===== config.mk =====
export PLATFORM = sky130hd
export DESIGN_NAME = control_frame_text_parser_crc8_unit
export DESIGN_NICKNAME = d
export VERILOG_FILES = /design/src/rtl/core/ctfp_pkg.sv /design/src/rtl/core/ctfp_front.sv /design/src/rtl/core/ctfp_back.sv /design/src/rtl/core/control_frame_text_parser_crc8_unit.sv
export VERILOG_INCLUDE_DIRS = /design/src /design/src/rtl/core
export SDC_FILE = /design/constraint.sdc
export NUM_CORES = 1
export LEC_CHECK = 0
export BUFFER_PORTS_ARGS = -buffer_cell sky130_fd_sc_hd__buf_2
export CAP_MARGIN = 20
export CORE_MARGIN = 2
export CORE_UTILIZATION = 25
export CTS_CLUSTER_SIZE = 40
export DETAILED_ROUTE_END_ITERATION = 6
export PLACE_DENSITY_LB_ADDON = 0.12
export SETUP_SLACK_MARGIN = 0.02
export SLEW_MARGIN = 20
export SYNTH_ARGS = -nofsm -noshare
export SYNTH_HDL_FRONTEND = slang
export SYNTH_HIERARCHICAL = 1
export SYNTH_SLANG_ARGS = --single-unit

===== constraint.sdc =====
create_clock -name clk -period 5.3 [get_ports clk]
set_clock_uncertainty 0.15 [all_clocks]
set_input_delay 1.06 -clock clk [delete_from_list [all_inputs] [get_ports clk]]
set_output_delay 1.06 -clock clk [all_outputs]
set_load 0.005 [all_outputs]

===== src/rtl/core/control_frame_text_parser_crc8_unit_defines.svh =====
// Assertion macros for the control frame parser.
// Used by the top level only; compiled out when SYNTHESIS is defined.
`ifndef CONTROL_FRAME_TEXT_PARSER_CRC8_UNIT_DEFINES_SVH
`define CONTROL_FRAME_TEXT_PARSER_CRC8_UNIT_DEFINES_SVH
`ifndef SYNTHESIS
// checked outside reset
`define CTFP_ASSERT(lbl, prop, msg) \
  lbl: assert property (@(posedge clk) disable iff (!rst_n) prop) else $error(msg);
// checked through reset as well
`define CTFP_ASSERT_RST(lbl, prop, msg) \
  lbl: assert property (@(posedge clk) prop) else $error(msg);
`else
`define CTFP_ASSERT(lbl, prop, msg)
`define CTFP_ASSERT_RST(lbl, prop, msg)
`endif
`endif


===== src/rtl/core/ctfp_pkg.sv =====
// Shared types, constants and the CRC-8 step for the control frame parser.
// No dependencies.
package ctfp_pkg;

  typedef struct packed {
    logic [7:0] char_byte;
    logic       last_char;
  } in_item_t;

  typedef struct packed {
    logic [2:0] status;
    logic [7:0] seq_value;
    logic [7:0] flag_bits;
    logic [7:0] throttle_value;
    logic [7:0] roll_value;
    logic [7:0] pitch_value;
    logic [7:0] yaw_value;
    logic [7:0] received_check;
    logic [7:0] computed_check;
  } out_item_t;

  // classified character, front to back
  typedef struct packed {
    logic       last;
    logic       is_pipe;
    logic       is_digit;
    logic       is_blank;
    logic       is_sign;
    logic       is_minus;
    logic       is_type;
    logic [3:0] digit;
  } cls_t;

  localparam logic [7:0] PIPE_CHAR  = 8'h7C;
  localparam logic [7:0] CRC_POLY   = 8'h07;
  localparam logic [7:0] TYPE_RESET = 8'd67;
  localparam int         STORED_FIELDS = 6;

  localparam logic [3:0] PH_PREFIX = 4'd0;
  localparam logic [3:0] PH_FIRST  = 4'd1;
  localparam logic [3:0] PH_LAST_STORED = 4'd6;
  localparam logic [3:0] PH_CHECK  = 4'd7;
  localparam logic [3:0] PH_TAIL   = 4'd8;
  localparam logic [3:0] PH_FAIL   = 4'd9;

  localparam logic [1:0] PT_NONE  = 2'd0;
  localparam logic [1:0] PT_MATCH = 2'd1;
  localparam logic [1:0] PT_BAD   = 2'd2;

  localparam logic [1:0] NP_BLANK = 2'd0;
  localparam logic [1:0] NP_NUM   = 2'd1;
  localparam logic [1:0] NP_STOP  = 2'd2;

  localparam logic [1:0] ERR_NONE   = 2'd0;
  localparam logic [1:0] ERR_PREFIX = 2'd1;
  localparam logic [1:0] ERR_EMPTY  = 2'd3;

  localparam logic [2:0] ST_OK     = 3'd0;
  localparam logic [2:0] ST_PREFIX = 3'd1;
  localparam logic [2:0] ST_FEW    = 3'd2;
  localparam logic [2:0] ST_EMPTY  = 3'd3;
  localparam logic [2:0] ST_CRC    = 3'd4;

  function automatic logic [7:0] crc_fold(input logic [7:0] crc, input logic [7:0] v);
    logic [7:0] c;
    c = crc ^ v;
    for (int b = 0; b < 8; b++) begin
      c = c[7] ? ((c << 1) ^ CRC_POLY) : (c << 1);
    end
    return c;
  endfunction

endpackage


===== src/rtl/core/ctfp_front.sv =====
// Front end: type register, character classification and a two-entry item queue.
// Depends on ctfp_pkg.
module ctfp_front (
  input  logic               clk,
  input  logic               rst_n,
  input  logic               cfg_we,
  input  logic [7:0]         cfg_wdata,
  input  logic               in_valid,
  output logic               in_ready,
  input  ctfp_pkg::in_item_t in_data,
  output logic               q_valid,
  input  logic               q_ready,
  output ctfp_pkg::cls_t     q_item
);

  logic [7:0]     type_r;
  logic [1:0]     count_r, count_nxt;
  logic           wr_ptr_r, rd_ptr_r;
  ctfp_pkg::cls_t q_r [2];
  ctfp_pkg::cls_t cls;
  logic           push, pop;

  always_comb begin
    logic [7:0] c;
    c            = in_data.char_byte;
    cls.last     = in_data.last_char;
    cls.is_pipe  = (c == ctfp_pkg::PIPE_CHAR);
    cls.is_digit = c inside {[8'h30:8'h39]};
    cls.is_blank = c inside {8'h20, [8'h09:8'h0D]};
    cls.is_sign  = c inside {8'h2B, 8'h2D};
    cls.is_minus = (c == 8'h2D);
    cls.is_type  = (c == type_r);
    cls.digit    = c[3:0];
  end

  assign in_ready = (count_r != 2'd2);
  assign q_valid  = (count_r != 2'd0);
  assign q_item   = q_r[rd_ptr_r];
  assign push     = in_valid && in_ready;
  assign pop      = q_valid && q_ready;

  always_comb begin
    count_nxt = count_r;
    if (push && !pop) begin
      count_nxt = count_r + 2'd1;
    end else if (pop && !push) begin
      count_nxt = count_r - 2'd1;
    end
  end

  always_ff @(posedge clk) begin
    if (!rst_n) begin
      type_r   <= ctfp_pkg::TYPE_RESET;
      count_r  <= 2'd0;
      wr_ptr_r <= 1'b0;
      rd_ptr_r <= 1'b0;
    end else begin
      if (cfg_we) begin
        type_r <= cfg_wdata;
      end
      count_r <= count_nxt;
      if (push) begin
        wr_ptr_r <= ~wr_ptr_r;
      end
      if (pop) begin
        rd_ptr_r <= ~rd_ptr_r;
      end
    end
  end

  always_ff @(posedge clk) begin
    if (push) begin
      q_r[wr_ptr_r] <= cls;
    end
  end

endmodule


===== src/rtl/core/ctfp_back.sv =====
// Back end: frame parser, field store, CRC-8 and the result register.
// Depends on ctfp_pkg.
module ctfp_back (
  input  logic                clk,
  input  logic                rst_n,
  input  logic                q_valid,
  output logic                q_ready,
  input  ctfp_pkg::cls_t      q_item,
  output logic                out_valid,
  input  logic                out_ready,
  output ctfp_pkg::out_item_t out_data
);

  logic [3:0] phase_r, phase_nxt;
  logic [1:0] ptrack_r, ptrack_nxt;
  logic [1:0] nphase_r, nphase_nxt;
  logic [7:0] acc_r, acc_nxt;
  logic       neg_r, neg_nxt;
  logic       nonempty_r, nonempty_nxt;
  logic [1:0] err_r, err_nxt;
  logic [7:0] crc_r, crc_nxt;
  logic [7:0] store_r [ctfp_pkg::STORED_FIELDS];
  logic       store_we;
  logic [2:0] store_idx;
  logic [7:0] store_val;
  logic                out_valid_r, out_valid_nxt;
  ctfp_pkg::out_item_t out_data_r, out_data_nxt;
  logic       step;

  assign q_ready   = !out_valid_r || out_ready;
  assign step      = q_valid && q_ready;
  assign out_valid = out_valid_r;
  assign out_data  = out_data_r;

  always_comb begin
    logic [3:0] ph;
    logic [1:0] pt, np, er;
    logic [7:0] acc, crc, v;
    logic       ng, ne;
    logic [2:0] st;
    logic [7:0] view [ctfp_pkg::STORED_FIELDS];

    ph = phase_r;  pt = ptrack_r;  np = nphase_r;  er = err_r;
    acc = acc_r;   crc = crc_r;    ng = neg_r;     ne = nonempty_r;
    v = 8'd0;  st = ctfp_pkg::ST_OK;
    store_we = 1'b0;  store_idx = 3'd0;  store_val = 8'd0;
    out_valid_nxt = out_valid_r;
    out_data_nxt  = out_data_r;
    for (int i = 0; i < ctfp_pkg::STORED_FIELDS; i++) begin
      view[i] = store_r[i];
    end

    if (out_valid_r && out_ready) begin
      out_valid_nxt = 1'b0;
    end

    if (step) begin
      if (ph == ctfp_pkg::PH_PREFIX) begin
        if (q_item.is_pipe) begin
          if (pt == ctfp_pkg::PT_MATCH) begin
            ph = ctfp_pkg::PH_FIRST;
            np = ctfp_pkg::NP_BLANK;  acc = 8'd0;  ng = 1'b0;  ne = 1'b0;
          end else begin
            er = ctfp_pkg::ERR_PREFIX;
            ph = ctfp_pkg::PH_FAIL;
          end
        end else if (pt == ctfp_pkg::PT_NONE && q_item.is_type) begin
          pt = ctfp_pkg::PT_MATCH;
        end else begin
          pt = ctfp_pkg::PT_BAD;
        end
      end else if (ph >= ctfp_pkg::PH_FIRST && ph <= ctfp_pkg::PH_CHECK) begin
        if (q_item.is_pipe) begin
          v = ng ? (~acc + 8'd1) : acc;
          if (!ne && er == ctfp_pkg::ERR_NONE) begin
            er = ctfp_pkg::ERR_EMPTY;
          end
          if (ph <= ctfp_pkg::PH_LAST_STORED) begin
            store_we  = 1'b1;
            store_idx = 3'(ph - 4'd1);
            store_val = v;
            view[store_idx] = v;
            crc = ctfp_pkg::crc_fold(crc, v);
            ph  = ph + 4'd1;
            np = ctfp_pkg::NP_BLANK;  acc = 8'd0;  ng = 1'b0;  ne = 1'b0;
          end else begin
            acc = v;  ng = 1'b0;  np = ctfp_pkg::NP_STOP;
            ph  = ctfp_pkg::PH_TAIL;
          end
        end else begin
          ne = 1'b1;
          if (np != ctfp_pkg::NP_STOP) begin
            if (q_item.is_digit) begin
              acc = (acc << 3) + (acc << 1) + {4'd0, q_item.digit};
              np  = ctfp_pkg::NP_NUM;
            end else if (np == ctfp_pkg::NP_BLANK) begin
              if (q_item.is_sign) begin
                ng = q_item.is_minus;
                np = ctfp_pkg::NP_NUM;
              end else if (!q_item.is_blank) begin
                np = ctfp_pkg::NP_STOP;
              end
            end else begin
              np = ctfp_pkg::NP_STOP;
            end
          end
        end
      end

      if (q_item.last) begin
        // end of frame closes the check field
        if (ph == ctfp_pkg::PH_CHECK) begin
          acc = ng ? (~acc + 8'd1) : acc;
          if (!ne && er == ctfp_pkg::ERR_NONE) begin
            er = ctfp_pkg::ERR_EMPTY;
          end
          ph = ctfp_pkg::PH_TAIL;
        end
        if (er == ctfp_pkg::ERR_PREFIX || ph == ctfp_pkg::PH_PREFIX ||
            ph == ctfp_pkg::PH_FAIL) begin
          st = ctfp_pkg::ST_PREFIX;
        end else if (ph < ctfp_pkg::PH_CHECK) begin
          st = ctfp_pkg::ST_FEW;
        end else if (er == ctfp_pkg::ERR_EMPTY) begin
          st = ctfp_pkg::ST_EMPTY;
        end else if (acc != crc) begin
          st = ctfp_pkg::ST_CRC;
        end else begin
          st = ctfp_pkg::ST_OK;
        end

        out_valid_nxt = 1'b1;
        out_data_nxt  = '0;
        out_data_nxt.status = st;
        if (st == ctfp_pkg::ST_OK || st == ctfp_pkg::ST_CRC) begin
          out_data_nxt.seq_value      = view[0];
          out_data_nxt.flag_bits      = view[1];
          out_data_nxt.throttle_value = view[2];
          out_data_nxt.roll_value     = view[3];
          out_data_nxt.pitch_value    = view[4];
          out_data_nxt.yaw_value      = view[5];
          out_data_nxt.received_check = acc;
          out_data_nxt.computed_check = crc;
        end

        ph = ctfp_pkg::PH_PREFIX;  pt = ctfp_pkg::PT_NONE;
        np = ctfp_pkg::NP_BLANK;   acc = 8'd0;  ng = 1'b0;  ne = 1'b0;
        er = ctfp_pkg::ERR_NONE;   crc = 8'd0;
      end
    end

    phase_nxt = ph;  ptrack_nxt = pt;  nphase_nxt = np;  err_nxt = er;
    acc_nxt = acc;   crc_nxt = crc;    neg_nxt = ng;     nonempty_nxt = ne;
  end

  always_ff @(posedge clk) begin
    if (!rst_n) begin
      phase_r     <= ctfp_pkg::PH_PREFIX;
      ptrack_r    <= ctfp_pkg::PT_NONE;
      nphase_r    <= ctfp_pkg::NP_BLANK;
      acc_r       <= 8'd0;
      neg_r       <= 1'b0;
      nonempty_r  <= 1'b0;
      err_r       <= ctfp_pkg::ERR_NONE;
      crc_r       <= 8'd0;
      out_valid_r <= 1'b0;
    end else begin
      phase_r     <= phase_nxt;
      ptrack_r    <= ptrack_nxt;
      nphase_r    <= nphase_nxt;
      acc_r       <= acc_nxt;
      neg_r       <= neg_nxt;
      nonempty_r  <= nonempty_nxt;
      err_r       <= err_nxt;
      crc_r       <= crc_nxt;
      out_valid_r <= out_valid_nxt;
    end
  end

  always_ff @(posedge clk) begin
    out_data_r <= out_data_nxt;
    if (store_we) begin
      store_r[store_idx] <= store_val;
    end
  end

endmodule


===== src/rtl/core/control_frame_text_parser_crc8_unit.sv =====
// Control frame text parser with CRC-8 check: top level.
// Depends on ctfp_pkg, ctfp_front, ctfp_back and the unit's defines header.
//
// Usage:
//   Input channel (in_valid/in_ready/in_data) takes one ASCII character per
//   item; in_data.last_char marks the final character of a frame.
//   Output channel (out_valid/out_ready/out_data) gives one result item per
//   frame: status, six field bytes, received and computed CRC-8.
//   cfg_we/cfg_wdata write the expected type letter (reset 'C'); write only
//   while no frame is in flight.
// Path: an accepted character is written into the front queue; the parser
//   step takes it from the queue head and loads the result register.
// Throughput: one character per cycle while no result is held by a stall;
//   the parser step in the back end handles each character as it is popped.
// Reset: synchronous, active low; empties the queue, clears the parser state
//   and the result valid flag; the type letter returns to 'C'.
// Stall: a held result stops the parser; the two-entry queue then fills and
//   in_ready drops. No item is lost or repeated.
`include "control_frame_text_parser_crc8_unit_defines.svh"

module control_frame_text_parser_crc8_unit (
  input  logic                clk,
  input  logic                rst_n,
  input  logic                cfg_we,
  input  logic [7:0]          cfg_wdata,
  input  logic                in_valid,
  output logic                in_ready,
  input  ctfp_pkg::in_item_t  in_data,
  output logic                out_valid,
  input  logic                out_ready,
  output ctfp_pkg::out_item_t out_data
);

  logic           q_valid;
  logic           q_ready;
  ctfp_pkg::cls_t q_item;

  ctfp_front u_front (
    .clk       (clk),
    .rst_n     (rst_n),
    .cfg_we    (cfg_we),
    .cfg_wdata (cfg_wdata),
    .in_valid  (in_valid),
    .in_ready  (in_ready),
    .in_data   (in_data),
    .q_valid   (q_valid),
    .q_ready   (q_ready),
    .q_item    (q_item)
  );

  ctfp_back u_back (
    .clk       (clk),
    .rst_n     (rst_n),
    .q_valid   (q_valid),
    .q_ready   (q_ready),
    .q_item    (q_item),
    .out_valid (out_valid),
    .out_ready (out_ready),
    .out_data  (out_data)
  );

  `CTFP_ASSERT_RST(a_reset_clears_out, !rst_n |=> !out_valid, "result valid after reset")

  `CTFP_ASSERT(a_stall_blocks_parser, out_valid && !out_ready |-> !q_ready, "parser ran during output stall")

  `CTFP_ASSERT(a_error_fields_zero, out_valid && (out_data.status == ctfp_pkg::ST_PREFIX || out_data.status == ctfp_pkg::ST_FEW || out_data.status == ctfp_pkg::ST_EMPTY) |-> out_data.seq_value == 8'd0 && out_data.computed_check == 8'd0, "error result carries field data")

endmodule

==> results_dict.tcl, run 1 <==
set metrics [dict create \
    status "completed" \
    synthTopCellsByCount "edfxtp_1 (137), nor2_1 (105), a211oi_1 (45), dfxtp_1 (42), xnor2_1 (39)" \
    gp_congestion 0.8046 \
    first_global_vias 6174 \
    htreeDepth 4 \
    maxSlewViolCount 0 \
    power_density_nw_per_um2 396.7 \
    synth_flop_cell "edfxtp_1" \
    yosysTopAreaCellShare_pct 45.89 \
    p_sw_mw 1.394 \
    core_area_um2 35480 \
    numPortBuffers 90 \
    clkPwrFrac_pct 29.8 \
    cts_resized 0 \
    die_h_um 193.4 \
    drc 0 \
    grt.total_usage_pct 13.80 \
    slew_headroom_pct 30.88 \
    worst_slew_pin_slew_ns 1.033 \
    grt_antenna_before_repair 0 \
    irDropWorstVdd_v 0.0002748 \
    clk_pin_slew_worst_paths_ns 0.07 \
    reg2reg_from "u_back/acc_r[0]" \
    die_x_um 193.4 \
    cts.hold.buffers_added 0 \
    grt_max_degree 68 \
    syn_inst 782 \
    holdCritStartpoint "u_back/ptrack_r[0]" \
    finalHoldViolations 0 \
    cts_buffers 17 \
    synth_most_common_cell "edfxtp_1" \
    antenna_cells 0 \
    start_util_pct 25.27 \
    cts_tree "built" \
    drive_gt1_share_pct 20.29 \
    synth_edf_count 137 \
    cts_root_buffer "clkbuf_16" \
    synth-seq-cells 179 \
    rsz0062_at_grt "no" \
    period_share_pct 83.73 \
    syn-num-nets 824 \
    vias_per_cell 4.627 \
    dp_cells 1316 \
    wirelength_um 25030 \
    fin_util_pct 29.91 \
    synth_cell_types 72 \
    ant_nets 0 \
    critical_path_class "flip-flop to flip-flop" \
    synthArstFlopShare_pct 0 \
    pre_cts_ws_ns 0.9453 \
    p_int_mw 2.816 \
    hold_path_class "flip-flop to flip-flop" \
    drtIter0Drc 531 \
    cts_buffer_depth 2 \
    nNetsFinal 916 \
    hpwl_um 17340 \
    synthTopCellsByArea "edfxtp_1 (46%), dfxtp_1 (9.4%), nor2_1 (4.4%)" \
    post_cts_buffers 0 \
    crit_start "u_back/acc_r[0]" \
    clkLatencyLatePin_ns 0.45 \
    cp_max_fo 13 \
    arrival_ns 4.47 \
    die_area_um2 37390 \
    fin_ws_ns 0.8621 \
    fmax_mhz 225.3 \
    p_total_mw 4.210 \
    clock-sinks 179 \
    reg2reg_depth 11 \
    setup_viol 0 \
    grt_pass1_wl_um 39010 \
    syn_avg_cell_area_um2 11.46 \
    row_count 69 \
    seq_power_share_pct 43.9 \
    cp-start-kind "flip-flop" \
    switching_share_pct 33.11 \
    final_cells 1348 \
    syn_area_um2 8965 \
    ys_seq_area_share_pct 55.27 \
    yosys_warnings 6 \
    io_pins 91 \
    combPwrFrac_pct 26.4 \
    area_growth_pct 18.37 \
    yosysTopAreaCell "edfxtp_1" \
    vias 6237 \
    dr.pass1.iters 4 \
    crit_path_end_kind "flip-flop" \
    grt_overflow 0 \
    min_delay_path_depth 2 \
    p_leak_nw 3.735 \
    rrSetupSlack_ns 0.86 \
    wl_per_cell_um 18.57 \
    required_ns 5.33 \
    finalWorstPathRequiredPeriod_ns 4.438 \
    max_cap_viol_count 0 \
    tns_ns 0 \
]
-- path summary, 6_finish.rpt --
check | end
worst min-delay path | u_back/ptrack_r[0]
worst min register to register | u_back/ptrack_r[0]
worst max register to register | u_back/out_data[66]
worst max-delay path | u_back/out_data[66]
-- state kept, by name, indices dropped and copies added (netlist names), named ones only --
signal and cells:
u_back/ptrack_r 2, u_back/nonempty_r 1, u_front/q_r 22, u_back/err_r 2, u_back/crc_r 8, u_front/rd_ptr_r 1, u_back/phase_r 4, u_back/out_valid 1
u_front/wr_ptr_r 1, u_back/out_data 67, u_front/type_r 8, u_back/acc_r 8, u_back/nphase_r 2, u_back/neg_r 1, u_front/count_r 2, u_back/store_r 48
-- metal layers --
layer / global-route usage [%] / wire [µm] / vias to the layer above / share of wire, %
li1: - / - / 3072 / -
met1: 19.86 / 12710 / 3051 / 51
met2: 20.74 / 11260 / 98 / 45
met3: 2.981 / 762 / 16 / 3.0
met4: 4.043 / 297 / 0 / 1.2
met5: 0 / 0 / - / 0
-- worst max-delay path, cell delays in order, from the launching register on --
cell     delay, ns
dfxtp_1       0.76
inv_1         0.23
fa_1          0.55
fa_1          0.60
a31oi_1       0.09
o221a_2       0.24
nor3_1        0.33
nor2_1        0.22
o41ai_1       0.45
xor2_1        0.28
xnor2_1       0.15
a41oi_1       0.11
-- final cells by class --
class                   instances  area [µm²]
clock inverters                12       121.4
clock buffers                  20       446.7
fillers                      3630       24870
well taps                     461       576.8
inverters                      19       71.32
multi-input cells             540        3775
flip-flops and latches        179        4955
repair buffers                117       665.6
-- cells in the final DEF, fill, tap and decap left out, drive strengths merged, types with 9 or more instances in the layout --
master	count
xnor2	39
a22oi	13
nor2	105
edfxtp	137
clkbuf	20
xor2	16
nor4	10
and2	18
o21ai	28
inv	25
nand2	27
nor2b	35
buf	117
ha	18
mux2i	18
xnor3	9
mux2	12
a21oi	22
nor3	17
dfxtp	42
nand2b	10
a211oi	45
-- through the flow --
stage	instance area, µm²	hold slack, ns
floorplan	8965	0.3024
global placement	10030	0.3213
detailed placement	10040	0.3271
CTS	10610	0.3368
global route	10610	0.3825
finish	10610	0.3343
-- power groups by stage --
stage / Combinational (mW) / Sequential [mW] / Clock, mW
5_1_grt: 1.24 / 1.87 / 1.35
6_report: 1.11 / 1.85 / 1.25
3_5_place_dp: 1.13 / 1.88 / 0
3_3_place_gp: 1.13 / 1.88 / 0
4_1_cts: 1.13 / 1.85 / 1.30
2_1_floorplan: 0.662 / 1.88 / 0
-- logic make-up (layout without fill, tap and decap cells) --
kind of cell	Yosys count	in the layout	synth area share, %
AO/OA/AOI/OAI	159	159	12.41
XOR/XNOR	64	64	7.648
adder cells (fa/ha/maj)	20	20	2.959
buffers and inverters	63	168	2.833
flip-flops	179	179	55.27
multiplexers	30	30	3.559
AND/OR/NAND/NOR	267	267	15.32
(Power assumes the default switching activity.)
==> inputs of run 2 (changes only) <==
==> constraint.sdc (replaced) <==
create_clock -name clk -period 3.9 [get_ports clk]
set_clock_uncertainty 0.15 [all_clocks]
set_input_delay 0.78 -clock clk [delete_from_list [all_inputs] [get_ports clk]]
set_output_delay 0.78 -clock clk [all_outputs]
set_load 0.005 [all_outputs]
==> results_dict.tcl, run 2 (synthesized netlist as in run 1, its figures left out) <==
set metrics [dict create \
    numPortBuffers 90 \
    gr-usage-met1_pct 20.24 \
    cp_max_fo 4 \
    wirelength_um 25770 \
    die_area_um2 37390 \
    cts_buffers 17 \
    arrival_ns 3.80 \
    period_share_pct 96.97 \
    cts_tree "built" \
    drtIter0Drc 511 \
    cts_buffer_depth 2 \
    clock-sinks 179 \
    crit_path_end_kind "flip-flop" \
    p_leak_nw 4.076 \
    layout_commonest_cell "edfxtp_1" \
    grt_overflow 0 \
    busiest_layer "met2" \
    fin_util_pct 31.56 \
    clkLatencyLatePin_ns 0.45 \
    status "completed" \
    setup_viol 0 \
    vias_per_cell 4.705 \
    final_cells 1412 \
    ant_nets 0 \
    grt_use_met3_pct 2.964 \
    start_util_pct 25.27 \
    cts.hold.buffers_added 0 \
    cp-start-kind "flip-flop" \
    max_cap_viol_count 0 \
    hold_path_class "flip-flop to flip-flop" \
    drive_gt1_share_pct 27.02 \
    die_h_um 193.4 \
    finalHoldViolations 0 \
    grt_pass1_wl_um 40140 \
    irDropWorstVdd_v 0.0003354 \
    rsz0062_at_grt "yes" \
    slew_headroom_pct 40.20 \
    critical_path_class "flip-flop to flip-flop" \
    area_growth_pct 24.93 \
    fmax_mhz 264.4 \
    core_area_um2 35480 \
    path_cells "inv_1 -> ha_1 -> or3b_4 -> o31a_1 -> xnor3_2 -> xnor3_1 -> or3_4 -> a211o_1 -> a211oi_1 -> nor4b_2 -> a41oi_1" \
    vias 6643 \
    largest_register_ffs 67 \
    place_area_um2 10530 \
    fin_ws_ns 0.1180 \
    hpwl_um 18510 \
    met2_usage_pct 21.51 \
    cts_root_buffer "clkbuf_16" \
    maxSlewViolCount 0 \
    wl_per_cell_um 18.25 \
    postLayoutCellArea_um2 11200 \
    finalWorstPathRequiredPeriod_ns 3.782 \
    nNetsFinal 980 \
    drc 0 \
    grt_max_degree 68 \
    final_cell_mix "edfxtp_1 (137), nor2_1 (103), buf_2 (90), buf_4 (88), a211oi_1 (45)" \
    io_pins 91 \
    pre_cts_ws_ns -0.05464 \
    die_x_um 193.4 \
    cpPeakStageDelay_ns 0.42 \
    grt.total_usage_pct 14.13 \
    gp_congestion 0.8186 \
    required_ns 3.92 \
    dr.pass1.iters 5 \
    row_count 69 \
    clk_pin_slew_worst_paths_ns 0.07 \
    worst_slew_pin_slew_ns 0.8970 \
    first_global_vias 6526 \
    grt_antenna_before_repair 1 \
    htreeDepth 4 \
    cpMaxStageDelayCell "xnor3_1" \
    power_density_nw_per_um2 531.8 \
    dp_cells 1379 \
    antenna_cells 0 \
]
-- run 2: power by group --
group          switching (mW)  internal (mW)
clock                   0.789          0.898
combinational            1.06          0.703
sequential              0.108           2.39
total                    1.96           4.00
-- run 2: per-layer routing --
layer / up-vias / share of wire [%]
li1: 3205 / -
met1: 3280 / 50
met2: 137 / 45
met3: 21 / 3.7
met4: 0 / 1.4
met5: - / 0
-- run 2: metrics by stage --
stage | TNS [ns] | power (mW) | hold slack, ns
after floorplan | 0 | 3.456 | 0.3024
after global placement | 0 | 4.285 | 0.3181
after detailed placement | -0.05464 | 4.284 | 0.3306
after CTS | 0 | 6.006 | 0.3470
after global routing | -0.06394 | 6.308 | 0.3526
final | 0 | 5.956 | 0.3405
-- run 2: final cells by class --
cell class	instances	area, µm²
Tap cell	461	576.8
Fill cell	3646	24280
Multi-Input combinational cell	540	3859
Clock buffer	21	440.4
Inverter	19	71.32
Sequential cell	179	4959
Timing Repair Buffer	181	1171
Clock inverter	11	122.6
-- run 2: critical path, delay by kind of cell (launching register included) --
family / cells / cell delay (ns)
buffers and inverters: 1 / 0.16
xor gates and xnor gates: 2 / 0.67
AOI/OAI and AO/OA: 4 / 0.98
adders and majority gates: 1 / 0.25
DFF: 1 / 0.31
and+or+nand+nor: 3 / 0.99
-- run 2: path summary, 6_finish.rpt --
path | to | slack, ns | from | cells after the start
max | u_back/out_data[66] | 0.12 | u_back/acc_r[0] | 11
min | u_back/ptrack_r[0] | 0.34 | u_back/ptrack_r[0] | 2
max reg2reg | u_back/out_data[66] | 0.12 | u_back/acc_r[0] | 11
min reg2reg | u_back/ptrack_r[0] | 0.34 | u_back/ptrack_r[0] | 2
-- run 2: repair_timing --
| action | in CTS | in global routing |
|---|---|---|
| gates resized for setup | 6 | 18 |
| pin swaps | 1 | 10 |
| setup buffers | 0 | 2 |
| endpoints found under the setup margin | 1 | 5 |
==> inputs of run 3 (changes only) <==
--- a/config.mk
+++ b/config.mk
@@ -8,6 +8,7 @@
 export LEC_CHECK = 0
 export BUFFER_PORTS_ARGS = -buffer_cell sky130_fd_sc_hd__buf_2
 export CAP_MARGIN = 20
+export CORE_ASPECT_RATIO = 0.7
 export CORE_MARGIN = 2
 export CORE_UTILIZATION = 25
 export CTS_CLUSTER_SIZE = 40
==> results_dict.tcl, run 3 (synthesized netlist as in run 1, its figures left out) <==
set metrics [dict create \
    status "completed" \
    ant_nets 0 \
    area_growth_pct 27.80 \
    drc 0 \
    final_cells 1443 \
    cts_tree "built" \
    htreeDepth 4 \
    reg2reg_to "u_back/out_data[66]" \
    clk_pin_slew_worst_paths_ns 0.07 \
    crit_path_end_kind "flip-flop" \
    final_cell_mix "edfxtp_1 (137), buf_4 (109), nor2_1 (104), buf_2 (90), a211oi_1 (43)" \
    holdCritStartpoint "u_back/ptrack_r[0]" \
    grt_max_degree 51 \
    start_util_pct 25.60 \
    clock-sinks 179 \
    drtIter0Drc 497 \
    hold_slack_ns 0.3295 \
    p_leak_nw 4.225 \
    rrSetupSlack_ns 0.16 \
    io_pins 91 \
    cts_root_buffer "clkbuf_16" \
    finalWorstPathRequiredPeriod_ns 3.737 \
    place_area_um2 10700 \
    grt_pass1_wl_um 41540 \
    cts_buffer_depth 2 \
    die_x_um 230.3 \
    period_share_pct 95.81 \
    cts_buffers 17 \
    cp_max_fo 4 \
    min_delay_path_depth 2 \
    die_area_um2 37410 \
    cp-start-kind "flip-flop" \
    slew_headroom_pct 47.48 \
    maxSlewViolCount 0 \
    worst_slew_pin_slew_ns 0.7877 \
    first_global_vias 6649 \
    holdPathEnd "u_back/ptrack_r[0]" \
    wirelength_um 27130 \
    setup_viol 0 \
    max_cap_viol_count 0 \
    power_density_nw_per_um2 536.5 \
    grt_overflow 0 \
    nNetsFinal 1001 \
    required_ns 3.93 \
    vias_per_cell 4.656 \
    layout_commonest_cell "edfxtp_1" \
    grt.total_usage_pct 14.91 \
    rsz0062_at_grt "no" \
    core_area_um2 35020 \
    arrival_ns 3.77 \
    reg2reg_depth 13 \
    largest_register_ffs 67 \
    critical_path_class "flip-flop to flip-flop" \
    dr.pass1.iters 5 \
    fmax_mhz 267.6 \
    gp_congestion 0.8184 \
    vias 6718 \
    grt_antenna_before_repair 0 \
    irDropWorstVdd_v 0.0003733 \
    die_h_um 162.4 \
    dp_cells 1409 \
    row_count 57 \
    clkLatencyLatePin_ns 0.45 \
    wl_per_cell_um 18.80 \
    numPortBuffers 90 \
    postLayoutCellArea_um2 11460 \
    hpwl_um 19800 \
    hold_path_class "flip-flop to flip-flop" \
    finalHoldViolations 0 \
    antenna_cells 0 \
    drive_gt1_share_pct 29.56 \
]
==> run 3: changes by cell type in the layout (fill, tap and decap cells not counted), moves of 3 or more <==
cell	delta
bufinv_16	+3
nor3_1	-3
clkbuf_1	-3
nor3_2	+3
ha_1	+3
o21ai_0	-4
buf_4	+21
==> run 3: power breakdown <==
part	switching, mW	internal [mW]
Clock	0.765	1.07
Sequential	0.104	2.39
Combinational	1.10	0.723
==> run 3: worst max path at each step <==
stage	startpoint	to	depth (start not counted)
after floorplan	u_back/acc_r[0]	u_back/out_data[66]	12
after global placement	flip-flop	u_back/out_data[66]	12
after detailed placement	flip-flop	u_back/out_data[66]	13
after CTS	flip-flop	u_back/out_data[66]	14
after global routing	flip-flop	u_back/out_data[66]	13
final	flip-flop	u_back/out_data[66]	13
==> run 3: repair_timing <==
item	4_1_cts	5_1_grt
setup buffers	0	3
setup endpoints to repair	1	5
hold buffers	0	0
gates cloned	0	0
pin swaps	0	9
gates resized for setup	1	31
==> run 3: routing by layer <==
metal	track usage (%)	up-vias	share of wire, %
met5	0	-	0
met4	3.607	0	0.73
met3	3.169	10	4.6
met2	19.62	164	39
met1	24.01	3297	56
li1	-	3247	-
==> run 3: layout make-up <==
cell class / instances / area (µm²)
clock buffers: 18 / 429.2
clock inverters: 13 / 181.4
fillers: 3558 / 23560
inverters: 19 / 71.32
multi-input cells: 540 / 3900
flip-flops and latches: 179 / 4956
well taps: 472 / 590.6
repair buffers: 202 / 1329
==> run 3: through the flow <==
| stage | setup WS, ns | util, % | total power [mW] | TNS, ns |
|---|---|---|---|---|
| 3_3_place_gp | -0.03638 | 30.55 | 4.324 | -0.03638 |
| 4_1_cts | 0.02627 | 32.31 | 6.169 | 0 |
| 2_1_floorplan | 0.1218 | - | 3.456 | 0 |
| 5_1_grt | 0.02719 | 32.72 | 6.489 | 0 |
| 3_5_place_dp | -0.03107 | 30.55 | 4.304 | -0.03107 |
| 6_report | 0.1633 | 32.72 | 6.146 | 0 |
==> run 3: worst max-delay path, cell delays in order, from the launching register on <==
cell and delay (ns):
dfxtp_2 0.37, buf_4 0.13, mux2_2 0.33, ha_1 0.20, ha_1 0.21, inv_1 0.08, fa_2 0.44, a31oi_1 0.20
o221a_2 0.24, nor3_4 0.05, nor2_2 0.20, xnor3_1 0.45, nor4b_2 0.28, a41oi_1 0.14
